`src/mdc_pkg.sv`:
```
package mdc_pkg;

  localparam int unsigned ADDR_W = 3;
  localparam int unsigned DATA_W = 32;

  localparam logic REG_FAST_RELOAD = 1'b0;
  localparam logic REG_SLOW_RELOAD = 1'b1;

  localparam logic [2:0] SLOT_SEC_UP   = 3'd0;
  localparam logic [2:0] SLOT_SEC_DOWN = 3'd1;
  localparam logic [2:0] SLOT_HOUR_DN  = 3'd2;
  localparam logic [2:0] SLOT_MIN_UP   = 3'd3;
  localparam logic [2:0] SLOT_MIN_DOWN = 3'd4;
  localparam logic [2:0] SLOT_HOUR_UP  = 3'd5;
  localparam logic [2:0] SLOT_BLANK    = 3'd6;

  localparam logic [4:0] HOURS_PER_DAY = 5'd24;
  localparam logic [5:0] MINS_PER_HOUR = 6'd60;

  localparam logic [4:0] HOURS_RST   = 5'd20;
  localparam logic [5:0] MINUTES_RST = 6'd22;
  localparam logic [5:0] SECONDS_RST = 6'd22;
  localparam logic [7:0] FAST_RST    = 8'd192;
  localparam logic [7:0] SLOW_RST    = 8'd4;

  typedef struct packed {
    logic [4:0] hours;
    logic [5:0] minutes;
    logic [5:0] seconds;
  } time_t;

  typedef struct packed {
    logic [7:0] fast_reload;
    logic [7:0] slow_reload;
  } cfg_t;

  typedef struct packed {
    logic [6:0] digit_select;
    logic [6:0] segments;
    time_t      now;
  } result_t;

  typedef struct packed {
    logic [3:0] tens;
    logic [3:0] ones;
  } digits_t;

  function automatic logic [6:0] seg_font(input logic [3:0] d);
    logic [6:0] p;
    case (d)
      4'd0: p = 7'h3F;
      4'd1: p = 7'h06;
      4'd2: p = 7'h5B;
      4'd3: p = 7'h4F;
      4'd4: p = 7'h66;
      4'd5: p = 7'h6D;
      4'd6: p = 7'h7D;
      4'd7: p = 7'h07;
      4'd8: p = 7'h7F;
      4'd9: p = 7'h6F;
      default: p = 7'h00;
    endcase
    return p;
  endfunction

  function automatic digits_t split_digits(input logic [5:0] v);
    digits_t r;
    logic [2:0] t;
    if (v >= 6'd60) t = 3'd6;
    else if (v >= 6'd50) t = 3'd5;
    else if (v >= 6'd40) t = 3'd4;
    else if (v >= 6'd30) t = 3'd3;
    else if (v >= 6'd20) t = 3'd2;
    else if (v >= 6'd10) t = 3'd1;
    else t = 3'd0;
    r.tens = {1'b0, t};
    r.ones = 4'(v - 6'({3'd0, t} * 6'd10));
    return r;
  endfunction

  function automatic time_t hour_up(input time_t t);
    time_t r;
    r = t;
    r.hours = (t.hours >= HOURS_PER_DAY - 5'd1) ? 5'd0 : t.hours + 5'd1;
    return r;
  endfunction

  function automatic time_t min_up(input time_t t);
    time_t r;
    r = t;
    if (t.minutes >= MINS_PER_HOUR - 6'd1) begin
      r = hour_up(t);
      r.minutes = 6'd0;
    end else begin
      r.minutes = t.minutes + 6'd1;
    end
    return r;
  endfunction

  function automatic time_t sec_up(input time_t t);
    time_t r;
    r = t;
    if (t.seconds >= MINS_PER_HOUR - 6'd1) begin
      r = min_up(t);
      r.seconds = 6'd0;
    end else begin
      r.seconds = t.seconds + 6'd1;
    end
    return r;
  endfunction

endpackage

```
`src/mdc_tick_if.sv`:
```
interface mdc_tick_if;
  logic valid;
  logic ready;
  logic key_level;

  modport source (output valid, output key_level, input ready);
  modport sink (input valid, input key_level, output ready);
endinterface

```
`src/mdc_result_if.sv`:
```
interface mdc_result_if;
  logic       valid;
  logic       ready;
  logic [6:0] digit_select;
  logic [6:0] segments;
  logic [4:0] hours_now;
  logic [5:0] minutes_now;
  logic [5:0] seconds_now;

  modport source (output valid, output digit_select, output segments, output hours_now,
                  output minutes_now, output seconds_now, input ready);
  modport sink (input valid, input digit_select, input segments, input hours_now,
                input minutes_now, input seconds_now, output ready);
endinterface

```
`src/mdc_cfg.sv`:
```
module mdc_cfg
  import mdc_pkg::*;
(
  input  logic              clk,
  input  logic              rst,
  input  logic              psel,
  input  logic              penable,
  input  logic              pwrite,
  input  logic [ADDR_W-1:0] paddr,
  input  logic [DATA_W-1:0] pwdata,
  output logic [DATA_W-1:0] prdata,
  output logic              pready,
  output cfg_t              cfg
);

  logic wr;

  assign pready = 1'b1;
  assign wr = psel && penable && pwrite;

  always_ff @(posedge clk) begin
    if (rst) begin
      cfg.fast_reload <= FAST_RST;
      cfg.slow_reload <= SLOW_RST;
    end else if (wr) begin
      if (paddr[2] == REG_SLOW_RELOAD) begin
        cfg.slow_reload <= pwdata[7:0];
      end else begin
        cfg.fast_reload <= pwdata[7:0];
      end
    end
  end

  assign prdata = (paddr[2] == REG_SLOW_RELOAD) ? {24'd0, cfg.slow_reload}
                                                 : {24'd0, cfg.fast_reload};

endmodule

```
`src/mdc_core.sv`:
```
module mdc_core
  import mdc_pkg::*;
(
  input  logic    clk,
  input  logic    rst,
  input  logic    fire,
  input  logic    key_level,
  input  cfg_t    cfg,
  output result_t result
);

  time_t      tm;
  logic [2:0] scan_slot;
  logic [6:0] key_code;
  logic       key_latched;
  logic [7:0] fast_count;
  logic [7:0] slow_count;

  time_t      tm_key;
  time_t      tm_next;
  logic [2:0] scan_slot_next;
  logic [6:0] key_code_next;
  logic       key_latched_next;
  logic [7:0] fast_count_next;
  logic [7:0] slow_count_next;
  logic [6:0] strobe;
  logic [6:0] segs;
  logic [5:0] shown;
  digits_t    dg;

  always_comb begin
    strobe = 7'(8'd1 << scan_slot);
    case (scan_slot[2:1])
      2'd0: shown = tm.seconds;
      2'd1: shown = tm.minutes;
      default: shown = {1'b0, tm.hours};
    endcase
    dg = split_digits(shown);
    segs = 7'd0;
    tm_key = tm;
    key_code_next = key_code;
    key_latched_next = key_latched;
    scan_slot_next = 3'd0;
    if (scan_slot < SLOT_BLANK) begin
      segs = seg_font(scan_slot[0] ? dg.tens : dg.ones);
      scan_slot_next = scan_slot + 3'd1;
      if (key_level) begin
        key_code_next = strobe;
        if (!key_latched) begin
          key_latched_next = 1'b1;
          case (scan_slot)
            SLOT_SEC_UP:   tm_key = sec_up(tm);
            SLOT_SEC_DOWN: if (tm.seconds != 6'd0) tm_key.seconds = tm.seconds - 6'd1;
            SLOT_HOUR_DN:  if (tm.hours != 5'd0) tm_key.hours = tm.hours - 5'd1;
            SLOT_MIN_UP:   tm_key = min_up(tm);
            SLOT_MIN_DOWN: if (tm.minutes != 6'd0) tm_key.minutes = tm.minutes - 6'd1;
            default:       tm_key = hour_up(tm);
          endcase
        end
      end else if (key_code == strobe) begin
        key_latched_next = 1'b0;
      end
    end

    tm_next = tm_key;
    slow_count_next = slow_count;
    if (fast_count != 8'd0) begin
      fast_count_next = fast_count - 8'd1;
    end else begin
      fast_count_next = cfg.fast_reload;
      if (slow_count != 8'd0) begin
        slow_count_next = slow_count - 8'd1;
      end else begin
        slow_count_next = cfg.slow_reload;
        tm_next = sec_up(tm_key);
      end
    end

    result.digit_select = strobe;
    result.segments = segs;
    result.now = tm_next;
  end

  always_ff @(posedge clk) begin
    if (rst) begin
      tm.hours <= HOURS_RST;
      tm.minutes <= MINUTES_RST;
      tm.seconds <= SECONDS_RST;
      scan_slot <= 3'd0;
      key_code <= 7'd0;
      key_latched <= 1'b0;
      fast_count <= FAST_RST;
      slow_count <= 8'd0;
    end else if (fire) begin
      tm <= tm_next;
      scan_slot <= scan_slot_next;
      key_code <= key_code_next;
      key_latched <= key_latched_next;
      fast_count <= fast_count_next;
      slow_count <= slow_count_next;
    end
  end

`ifndef ASSERT_OFF
  a_hours_range: assert property (@(posedge clk) disable iff (rst)
    tm.hours < HOURS_PER_DAY) else $error("hours out of range");
  a_minutes_range: assert property (@(posedge clk) disable iff (rst)
    tm.minutes < MINS_PER_HOUR) else $error("minutes out of range");
  a_seconds_range: assert property (@(posedge clk) disable iff (rst)
    tm.seconds < MINS_PER_HOUR) else $error("seconds out of range");
  a_slot_range: assert property (@(posedge clk) disable iff (rst)
    scan_slot <= SLOT_BLANK) else $error("scan slot out of range");
  a_latch_src: assert property (@(posedge clk) disable iff (rst)
    $rose(key_latched) |-> $past(key_level) && $past(fire)) else $error("latch without key");
`endif

endmodule

```
`src/multiplexed_digital_clock_unit.sv`:
```
// Multiplexed clock: each tick beat carries one sampled key-return level and yields one
// result beat with the digit strobe and segment pattern of the current scan slot (time as
// it stood before the tick) plus the time after the tick. A tick is taken every cycle unless
// a held result stalls it; the whole update is one pass of counter and decode logic into a
// single result register, so the result beat is valid in the cycle after its tick and a
// stalled result blocks new ticks only while it is held. The prescaler reloads (APB
// offsets 0x0 fast, 0x4 slow) should be written while no beat is in flight.
module multiplexed_digital_clock_unit
  import mdc_pkg::*;
(
  input  logic              clk,
  input  logic              rst,
  mdc_tick_if.sink          tick,
  mdc_result_if.source      result,
  input  logic              psel,
  input  logic              penable,
  input  logic              pwrite,
  input  logic [ADDR_W-1:0] paddr,
  input  logic [DATA_W-1:0] pwdata,
  output logic [DATA_W-1:0] prdata,
  output logic              pready
);

  cfg_t    cfg;
  result_t res_d;
  result_t res_q;
  logic    res_valid;
  logic    fire;

  mdc_cfg u_cfg (
    .clk     (clk),
    .rst     (rst),
    .psel    (psel),
    .penable (penable),
    .pwrite  (pwrite),
    .paddr   (paddr),
    .pwdata  (pwdata),
    .prdata  (prdata),
    .pready  (pready),
    .cfg     (cfg)
  );

  assign tick.ready = !res_valid || result.ready;
  assign fire = tick.valid && tick.ready;

  mdc_core u_core (
    .clk       (clk),
    .rst       (rst),
    .fire      (fire),
    .key_level (tick.key_level),
    .cfg       (cfg),
    .result    (res_d)
  );

  always_ff @(posedge clk) begin
    if (rst) begin
      res_valid <= 1'b0;
    end else if (fire) begin
      res_valid <= 1'b1;
    end else if (result.ready) begin
      res_valid <= 1'b0;
    end
  end

  always_ff @(posedge clk) begin
    if (fire) begin
      res_q <= res_d;
    end
  end

  assign result.valid = res_valid;
  assign result.digit_select = res_q.digit_select;
  assign result.segments = res_q.segments;
  assign result.hours_now = res_q.now.hours;
  assign result.minutes_now = res_q.now.minutes;
  assign result.seconds_now = res_q.now.seconds;

`ifndef ASSERT_OFF
  a_strobe_onehot: assert property (@(posedge clk) disable iff (rst)
    res_valid |-> $onehot(res_q.digit_select)) else $error("bad digit strobe");
  a_blank_slot: assert property (@(posedge clk) disable iff (rst)
    res_valid && res_q.digit_select[6] |-> res_q.segments == 7'd0) else $error("blank slot lit");
  a_hold: assert property (@(posedge clk) disable iff (rst)
    res_valid && !result.ready |=> res_valid && $stable(res_q)) else $error("result lost");
`endif

endmodule

```
`src/flat_wrapper.sv`:
```
// flat-port wrapper written by rule: the top's interface ports become plain ports
module multiplexed_digital_clock_unit_flat import mdc_pkg::*;
  (clk, rst, psel, penable, pwrite, paddr, pwdata, prdata, pready, tick_valid, tick_key_level, tick_ready, result_valid, result_digit_select, result_segments, result_hours_now, result_minutes_now, result_seconds_now, result_ready);
  mdc_tick_if tick_i ();
  mdc_result_if result_i ();
  input  logic clk;
  input  logic rst;
  input  logic psel;
  input  logic penable;
  input  logic pwrite;
  input  logic [ADDR_W-1:0] paddr;
  input  logic [DATA_W-1:0] pwdata;
  output logic [DATA_W-1:0] prdata;
  output logic pready;
  input wire logic [$bits(tick_i.valid)-1:0] tick_valid;
  input wire logic [$bits(tick_i.key_level)-1:0] tick_key_level;
  output wire logic [$bits(tick_i.ready)-1:0] tick_ready;
  output wire logic [$bits(result_i.valid)-1:0] result_valid;
  output wire logic [$bits(result_i.digit_select)-1:0] result_digit_select;
  output wire logic [$bits(result_i.segments)-1:0] result_segments;
  output wire logic [$bits(result_i.hours_now)-1:0] result_hours_now;
  output wire logic [$bits(result_i.minutes_now)-1:0] result_minutes_now;
  output wire logic [$bits(result_i.seconds_now)-1:0] result_seconds_now;
  input wire logic [$bits(result_i.ready)-1:0] result_ready;
  assign tick_i.valid = tick_valid;
  assign tick_i.key_level = tick_key_level;
  assign tick_ready = tick_i.ready;
  assign result_valid = result_i.valid;
  assign result_digit_select = result_i.digit_select;
  assign result_segments = result_i.segments;
  assign result_hours_now = result_i.hours_now;
  assign result_minutes_now = result_i.minutes_now;
  assign result_seconds_now = result_i.seconds_now;
  assign result_i.ready = result_ready;
  multiplexed_digital_clock_unit u_core (.clk(clk), .rst(rst), .tick(tick_i), .result(result_i), .psel(psel), .penable(penable), .pwrite(pwrite), .paddr(paddr), .pwdata(pwdata), .prdata(prdata), .pready(pready));
endmodule
```
`config.mk`:
```
export PLATFORM = sky130hd
export DESIGN_NAME = multiplexed_digital_clock_unit_flat
export DESIGN_NICKNAME = d
export VERILOG_FILES = /design/src/mdc_pkg.sv /design/src/mdc_tick_if.sv /design/src/mdc_result_if.sv /design/src/mdc_cfg.sv /design/src/mdc_core.sv /design/src/multiplexed_digital_clock_unit.sv /design/src/flat_wrapper.sv
export SDC_FILE = /design/constraint.sdc
export NUM_CORES = 1
export LEC_CHECK = 0
export BUFFER_PORTS_ARGS = -buffer_cell sky130_fd_sc_hd__buf_2
export CORE_MARGIN = 8
export CORE_UTILIZATION = 45
export CTS_CLUSTER_DIAMETER = 120
export DETAILED_ROUTE_END_ITERATION = 8
export PLACE_DENSITY = 0.68
export SYNTH_ARGS = -nofsm -noshare
export SYNTH_HDL_FRONTEND = slang
export SYNTH_HIERARCHICAL = 1
export SYNTH_SLANG_ARGS = --single-unit
```
`constraint.sdc`:
```
create_clock -name clk -period 9.8 [get_ports clk]
set_input_delay 2.94 -clock clk [delete_from_list [all_inputs] [get_ports clk]]
set_output_delay 2.94 -clock clk [all_outputs]
set_load 0.005 [all_outputs]
```
# Yosys cells after proc, flatten, opt, wreduce, memory -nomap -nowiden
# Memories as Yosys holds them, arrays and structs flattened. A register that Yosys moved wholly into a read port is not among the register bits.
# Index checks and enable logic that the tools add are counted.
# classes
add_sub_neg	13
multipliers	1
magnitude_cmp	13
n_eq_ne	6
shift	1
mux	37
bitwise	2
n_reduce_logical	21
# ops
cell	count
$mux 17	5
$ge 6x6->1 const B	7
$mux 6	6
$mux 5	5
$add 6x1->6 const B	4
$mux 8	3
$pmux 6 s2	2
$mux 11	2
$pmux 5 s4	1
$pmux 6 s3	1
$reduce_bool 8->1	2
$sub 8x1->8 const B	2
$ge 6x5->1 const B	2
$mux 3	4
$reduce_bool 6->1	2
$sub 6x1->6 const B	2
$add 5x1->5 const B	2
$ge 5x5->1 const B	2
$eq 7x7->1	1
$shl 1x3->7 const A	1
$eq 3x2->1 const B	2
$ge 6x4->1 const B	1
$reduce_and 2->1	3
$reduce_and 3->1	2
20 further kinds	30
# totals
reg_bits	85
rom_bits	112
in_bits	43
output_inout_bits	66
wordCells	110
mem_count	1
# mem_list
name	words	word_bits	rd	rd_clocked_by_memory_dff	wr	line_no	source
(no name shown)	16	7	1	1	0	mdc_pkg.sv:50	case (d)

# Longest topological paths before layout
# Gate-level depths: netlist of run 1.
# depth
depth_word	14
ltp_mapped	18
depth_no_buf	14

# Cells and area by module
# Netlist of run 1, hierarchy kept.
# by_module_without_submodules
module	instances	cells_per_inst	area_per_inst_um2	seq_area_each_um2
mdc_core	1	608	4347.9	880.8
mdc_cfg	1	103	1014.7	320.3
multiplexed_digital_clock_unit	1	36	985.9	950.9

# Least setup slack after synthesis of run 1
# No wires, ideal clock.
# synth_path
path_kind	in2out
startpoint	in paddr[2]
endpoint	out prdata[0]
arrival_time_ps	3386
t_required_ps	6860
slack_ps	3474
path_stages	2
n_path_buf	1
path_cell_list	buf_6 mux2_2
# synth_between
elab_chain_cells	1
# synth_rtl
element	line_no	source
from (decl)	flat_wrapper.sv:11	input logic [ADDR_W-1:0] paddr;
$mux 8	mdc_cfg.sv:34	assign prdata = (paddr[2] == REG_SLOW_RELOAD) ? {24'd0, cfg.slow_reload}
to (decl)	flat_wrapper.sv:13	output logic [DATA_W-1:0] prdata;
# No other way between the ends.

# Worst setup path after layout of run 1
# layout_path
startpoint	in paddr[2]
endpoint	out prdata[3]
# Same word-level chain as after synthesis.

==> run_results.csv, run 1 <==
group,metric,value,unit
clock_tree,cts.clk_slew.worst_paths,60,ps
synth,synth_ff_type,"dfxtp_1",
placed_design,placed_area,6550,sq um
final_layout,seq_area,2150,sq um
synth,avgSynthCellArea,8.50,sq um
grt,grt_max_degree,70,
route,drt-pass1-iter-count,5,
die,die_height,135,um
synth,synth.top_cell.area_share,19.2,%
synth,async_flop_share,0,%
timing,fin_skew,8.27,ps
grt,antenna_found_initial,0,
grt,track_usage,17.3,%
clock_tree,ctsResizeCount,0,
run,drv_cap,0,
synth,syn_area,6350,sq um
synth,ys_types,94,
route,vias,5566,
final_layout,final_common_cell,"nor2_1",
clock_tree,postCtsHoldBufs,0,
power,p_total,1.06,mW
synth,yosys_warnings,6,
timing,timing.final.ws_setup,3180,ps
setup_path,cp.required,6860,ps
final_layout,syn_to_final_growth,8.10,%
setup_path,critPathArrivalTime,3680,ps
setup_path,critPathSlowestCell,"mux2_2",
die,start_util,45.9,%
timing,post-route-period-util,67.5,%
route,via_per_inst,5.82,
setup_path,path_max_fanout,11,
synth,ys_seq_area_share,33.9,%
clock_tree,root_buffer,"clkbuf_16",
die,core_region_area,13800,sq um
synth,synthTopCellsByArea,"dfxtp_1, edfxtp_1, nor2_1, ha_1, mux2i_1",
setup_path,crit_chain,"buf_2 -> mux2_2 -> buf_2",
min_path,hold_depth,2,
placed_design,pre_cts_ws,3180,ps
final_layout,final_cells,957,
die,die_w,135,um
power,peakVddDrop,0.0686,mV
final_layout,finalNetCount,840,
grt,grt_pass1_wl,25900,um
grt,grt_pass1_vias,5296,
setup_path,worstSetupPathType,"in -> out",
placed_design,dp_hpwl,11400,um
die,die_area,18200,sq um
final_layout,final_cell_mix,"nor2_1, dfxtp_1, buf_2",
timing,tns,0,ps
synth,ys_ff_latch,92,
timing,hold_violations,0,
synth,synth_cells,747,
setup_path,cp-start-kind,"input pin",
final_layout,n_antenna_cell,0,
timing,slew_viol_final,0,
setup_path,r2r_cells,12,
route,wire_per_inst,16.3,um
final_layout,multiInputGateArea,3730,sq um
clock_tree,cts_buffer_depth,2,
route,drc,0,
run_status,status,"complete, no violations",
placed_design,placed_cells,941,
setup_path,end_kind,"output port",
final_layout,fill_cells,1340,
route,drtAntennaViolNets,0,
clock_tree,post_cts_buffers,0,
grt,globalRouteOverflowTotal,0,
clock_tree,cts_buffers,9,
clock_tree,cts_num_sinks,92,
final_layout,finalInstanceArea,6860,sq um
die,row_count,43,
timing,worst_hold_slack,490,ps
timing,rsz0062_at_grt,"no",
synth,synth_edf_count,31,
timing,fin_crit,6620,ps
timing,worst_pin_slew,1080,ps
timing,setup_viol,0,
setup_path,slowest_delay,370,ps
timing,slew_headroom,27.6,%
clock_tree,clock_latency,350,ps
route,drt-total-wl,15600,um
timing,max_freq,0.151,GHz
final_layout,fin_util,49.6,%
min_path,hold_class,"reg -> reg",
power,p_leak,2.80,nW
synth,synth_top_cell_by_area,"dfxtp_1",
final_layout,drive_gt1_share,14.8,%
clock_tree,cts_tree,"built",
placed_design,place.gp.congestion,0.884,
power,powerDensity,154,nW/um^2
setup_path,cp_common_cell,"buf_2",
clock_tree,cts-htree-levels,3,
placed_design,numPortBuffers,57,
route,drt_iter0_markers,502,
die,io_pins,109,
cells by family after synthesis:
group,Yosys count,synth area share (%)
buffers and inverters,105,8.63
other,2,0.118
DFF,92,33.9
muxes,37,6.05
AOI/OAI and AO/OA,188,21.0
adders and majority gates,27,5.36
xor gates and xnor gates,13,1.79
and+or+nand+nor,283,23.2
flip-flops by register name, indices dropped and copies added (netlist names):
register	count
u_core/u_core/tm	17
u_core/u_cfg/cfg	16
u_core/u_core/fast_count	8
u_core/u_core/slow_count	8
u_core/result.digit_select	7
u_core/result.segments	7
u_core/u_core/key_code	7
u_core/result.minutes_now	6
u_core/result.seconds_now	6
u_core/result.hours_now	5
u_core/u_core/scan_slot	3
u_core/result.valid	1
u_core/u_core/key_latched	1
final timing paths:
| path | startpoint | end | slack, ps |
|---|---|---|---|
| worst max-delay path | paddr[2] | prdata[3] | 3180 |
| worst min-delay path | u_core/u_core/fast_count[5] | u_core/u_core/fast_count[5] | 490 |
| worst max register to register | u_core/u_core/scan_slot[1] | u_core/result.segments[0] | 5420 |
| worst min register to register | u_core/u_core/fast_count[5] | u_core/u_core/fast_count[5] | 490 |
worst max-delay path: cells and delay by family:
kind     cells  cell delay (ps)
mux          1              370
buf+inv      2              360
report_power, final:
part / internal, mW / leakage, nW / total [mW] / switching (mW)
Combinational: 0.0942 / 1.86 / 0.239 / 0.145
Sequential: 0.429 / 0.794 / 0.454 / 0.0246
Clock: 0.224 / 0.151 / 0.365 / 0.141
Yosys cell counts (5+ instances only):
library cell,instances
nor3_1,36
a31oi_1,8
a21oi_1,51
clkbuf_1,22
ha_1,24
mux2_2,11
nand2b_1,28
edfxtp_1,31
buf_4,26
a211o_1,8
xor2_1,6
o21ai_0,22
nand2_1,46
xnor2_1,7
inv_1,33
nor2b_1,6
o211ai_1,5
nor2_1,83
nand3_1,28
nand4_1,9
mux2i_1,26
dfxtp_1,61
nor4_1,6
buf_2,12
or3_1,9
o31ai_1,13
a211oi_1,10
layer usage:
metal  vias to the layer above  track usage, %  routed length [um]
met5                         -               0                   0
met4                         0            6.61                 305
met3                        25            3.53                 929
met2                       202            27.0                6950
met1                      2613            22.9                7450
li1                       2726               -                   -
area by class of cell:
class / instances / share of cell area (%)
Inverter: 37 / 2.04
Tap cell: 180 / 3.28
Clock inverter: 4 / 1.08
Clock buffer: 12 / 3.45
Timing Repair Buffer: 59 / 4.38
Sequential cell: 92 / 31.4
Multi-Input combinational cell: 573 / 54.4
No activity file was read; power rests on OpenSTA's default activity.
==> run 2, diff against run 1 <==
- ABC_AREA: unset -> 1
- clock period: 9.8 -> 6.6 ns (I/O delays scaled with it)
==> run 2 against run 1 <==
Against the previous run:
- worst hold slack got worse by 23 ps
- die area rose by 0.40%
- core utilization rose by 0.65 points
- final cell count rose by 20%
- clock skew fell by 1.0 ps
- combinational power rose by 92%
- sequential power rose by 52%
- largest power group unchanged
- via count rose by 4.9%
- setup slack got worse by 1300 ps
==> run_results.csv, run 2 <==
group,metric,value,unit
power,peakVddDrop,0.155,mV
timing,rsz0062_at_grt,"no",
placed_design,numPortBuffers,57,
power,p_seq_share,41.2,%
route,drc,0,
route,drt-pass1-iter-count,7,
power,p_switching,583,uW
grt,track_usage,17.2,%
clock_tree,cts_buffer_depth,2,
clock_tree,cts_num_sinks,92,
grt,grt_pass1_vias,5363,
die,die_w,135,um
route,wire_per_inst,13.4,um
final_layout,final_cell_mix,"nand2_1, inv_1, nor2_1",
grt,antenna_found_initial,0,
clock_tree,postCtsHoldBufs,0,
die,io_pins,109,
route,drt-total-wl,15400,um
setup_path,critPathArrivalTime,2740,ps
setup_path,worstSetupPathType,"in -> out",
clock_tree,clock_latency,360,ps
synth,synth_ff_type,"dfxtp_1",
timing,fin_crit,4720,ps
synth,ys_types,59,
synth,synth_top_cell_by_area,"dfxtp_1",
synth,ys_ff_latch,92,
die,core_region_area,13900,sq um
final_layout,final_cells,1146,
final_layout,top_regs,"u_core/u_core/tm (17), u_core/u_cfg/cfg (16)",
synth,ys_seq_area_share,33.7,%
die,die_area,18200,sq um
clock_tree,cts_buffers,9,
clock_tree,root_buffer,"clkbuf_16",
synth,yosys_warnings,6,
route,drt_iter0_markers,408,
clock_tree,post_cts_buffers,0,
synth,avgSynthCellArea,6.95,sq um
timing,tns,0,ps
setup_path,path_max_fanout,17,
timing,worst_pin_slew,770,ps
synth,synthTopCellsByArea,"dfxtp_1, edfxtp_1, nand2_1, inv_1, nor2_1",
setup_path,end_kind,"output port",
grt,grt_max_degree,66,
timing,post-route-period-util,71.5,%
timing,hold_violations,0,
timing,slew_viol_final,0,
die,start_util,45.9,%
placed_design,place.gp.congestion,0.880,
placed_design,placed_cells,1130,
grt,globalRouteOverflowTotal,0,
final_layout,final_common_cell,"nand2_1",
power,p_clk_share,31.2,%
synth,synth_edf_count,31,
placed_design,dp_hpwl,11500,um
setup_path,r2r_cells,17,
power,p_int,1.09,mW
final_layout,n_antenna_cell,0,
setup_path,cp.required,4620,ps
synth,syn_area,6380,sq um
run_status,status,"complete, no violations",
power,power_frac_comb,27.6,%
final_layout,drive_gt1_share,14.2,%
synth,yosysMostFrequentCell,"nand2_1",
clock_tree,cts_tree,"built",
synth,synth_cells,917,
route,drtAntennaViolNets,0,
final_layout,largest-register,"u_core/u_core/tm",
timing,slew_headroom,48.6,%
final_layout,syn_to_final_growth,9.44,%
final_layout,fin_util,50.3,%
synth,async_flop_share,0,%
power,switching_share,34.9,%
clock_tree,cts-htree-levels,3,
clock_tree,ctsResizeCount,0,
run,drv_cap,0,
min_path,hold_class,"reg -> reg",
die,row_count,43,
synth,synth_common_cells,"nand2_1, inv_1, nor2_1",
grt,grt_pass1_wl,25700,um
route,vias,5840,
final_layout,finalNetCount,1029,
timing,max_freq,0.212,GHz
synth,synth.top_cell.area_share,19.1,%
power,powerDensity,239,nW/um^2
timing,setup_viol,0,
power,p_leak,3.41,nW
min_path,hold_depth,2,
timing,fin_skew,7.27,ps
final_layout,largest_reg_flops,17,
route,via_per_inst,5.10,
clock_tree,cts.clk_slew.worst_paths,70,ps
die,die_height,135,um
setup_path,cp-start-kind,"input pin",
-- run 2: changes by cell type after synthesis, sizes merged, moves of 13 or more --
cell / delta
clkbuf: -13
nor2: +34
o21ai: +27
nand3: +52
nor3: -33
inv: +80
nand2: +200
mux2i: -25
nand2b: -29
-- run 2: power groups by stage --
stage                     clock [mW]  sequential (mW)  combinational [mW]
final                          0.521            0.689               0.460
after global routing           0.557            0.696               0.529
after CTS                      0.533            0.689               0.461
after detailed placement           0            0.702               0.459
after global placement             0            0.700               0.451
after floorplan                    0            0.691               0.360
-- run 2: area by class of cell --
| type | count | area [sq um] |
|---|---|---|
| inverter | 119 | 450 |
| tap | 180 | 225 |
| sequential | 92 | 2150 |
| fill | 1454 | 6900 |
| clock inverter | 6 | 55.1 |
| multi-input combinational | 680 | 3560 |
| clock buffer | 10 | 239 |
| timing repair buffer | 59 | 300 |
-- run 2: cells by family after synthesis --
family / count (synthesis) / share of synthesized area [%]
other: 2 / 0.118
AOI/OAI and AO/OA: 144 / 13.2
xor gates and xnor gates: 15 / 2.06
buffers and inverters: 168 / 12.0
DFF: 92 / 33.7
and+or+nand+nor: 470 / 33.6
adders and majority gates: 25 / 5.02
muxes: 1 / 0.157
-- run 2: per-layer routing --
| layer | vias up | GRT usage (%) | share of wire (%) |
|---|---|---|---|
| li1 | 3022 | - | - |
| met1 | 2674 | 21.2 | 46 |
| met2 | 134 | 29.4 | 48 |
| met3 | 10 | 4.31 | 5.0 |
| met4 | 0 | 4.32 | 0.96 |
| met5 | - | 0 | 0 |
-- run 2: path summary, 6_finish.rpt --
path	start	to	slack [ps]
max	paddr[2]	prdata[0]	1880
max reg2reg	u_core/u_core/scan_slot[2]	u_core/result.segments[0]	3000
min reg2reg	u_core/u_core/slow_count[4]	u_core/u_core/slow_count[4]	470
min	u_core/u_core/slow_count[4]	u_core/u_core/slow_count[4]	470
-- run 2: stage by stage --
stage | hold WS [ps] | total power [mW] | setup WS, ps | cell area [sq um]
CTS | 474 | 1.68 | 1900 | 6980
global placement | 453 | 1.15 | 1890 | 6690
finish | 468 | 1.67 | 1880 | 6980
detailed placement | 465 | 1.16 | 1890 | 6690
global route | 498 | 1.78 | 1810 | 6980
floorplan | 442 | 1.05 | 1550 | 6460
-- run 2: critical path: stages --
cell,delay [ps]
buf_2,320
inv_4,170
nand2_1,90
nand2_1,60
buf_2,130
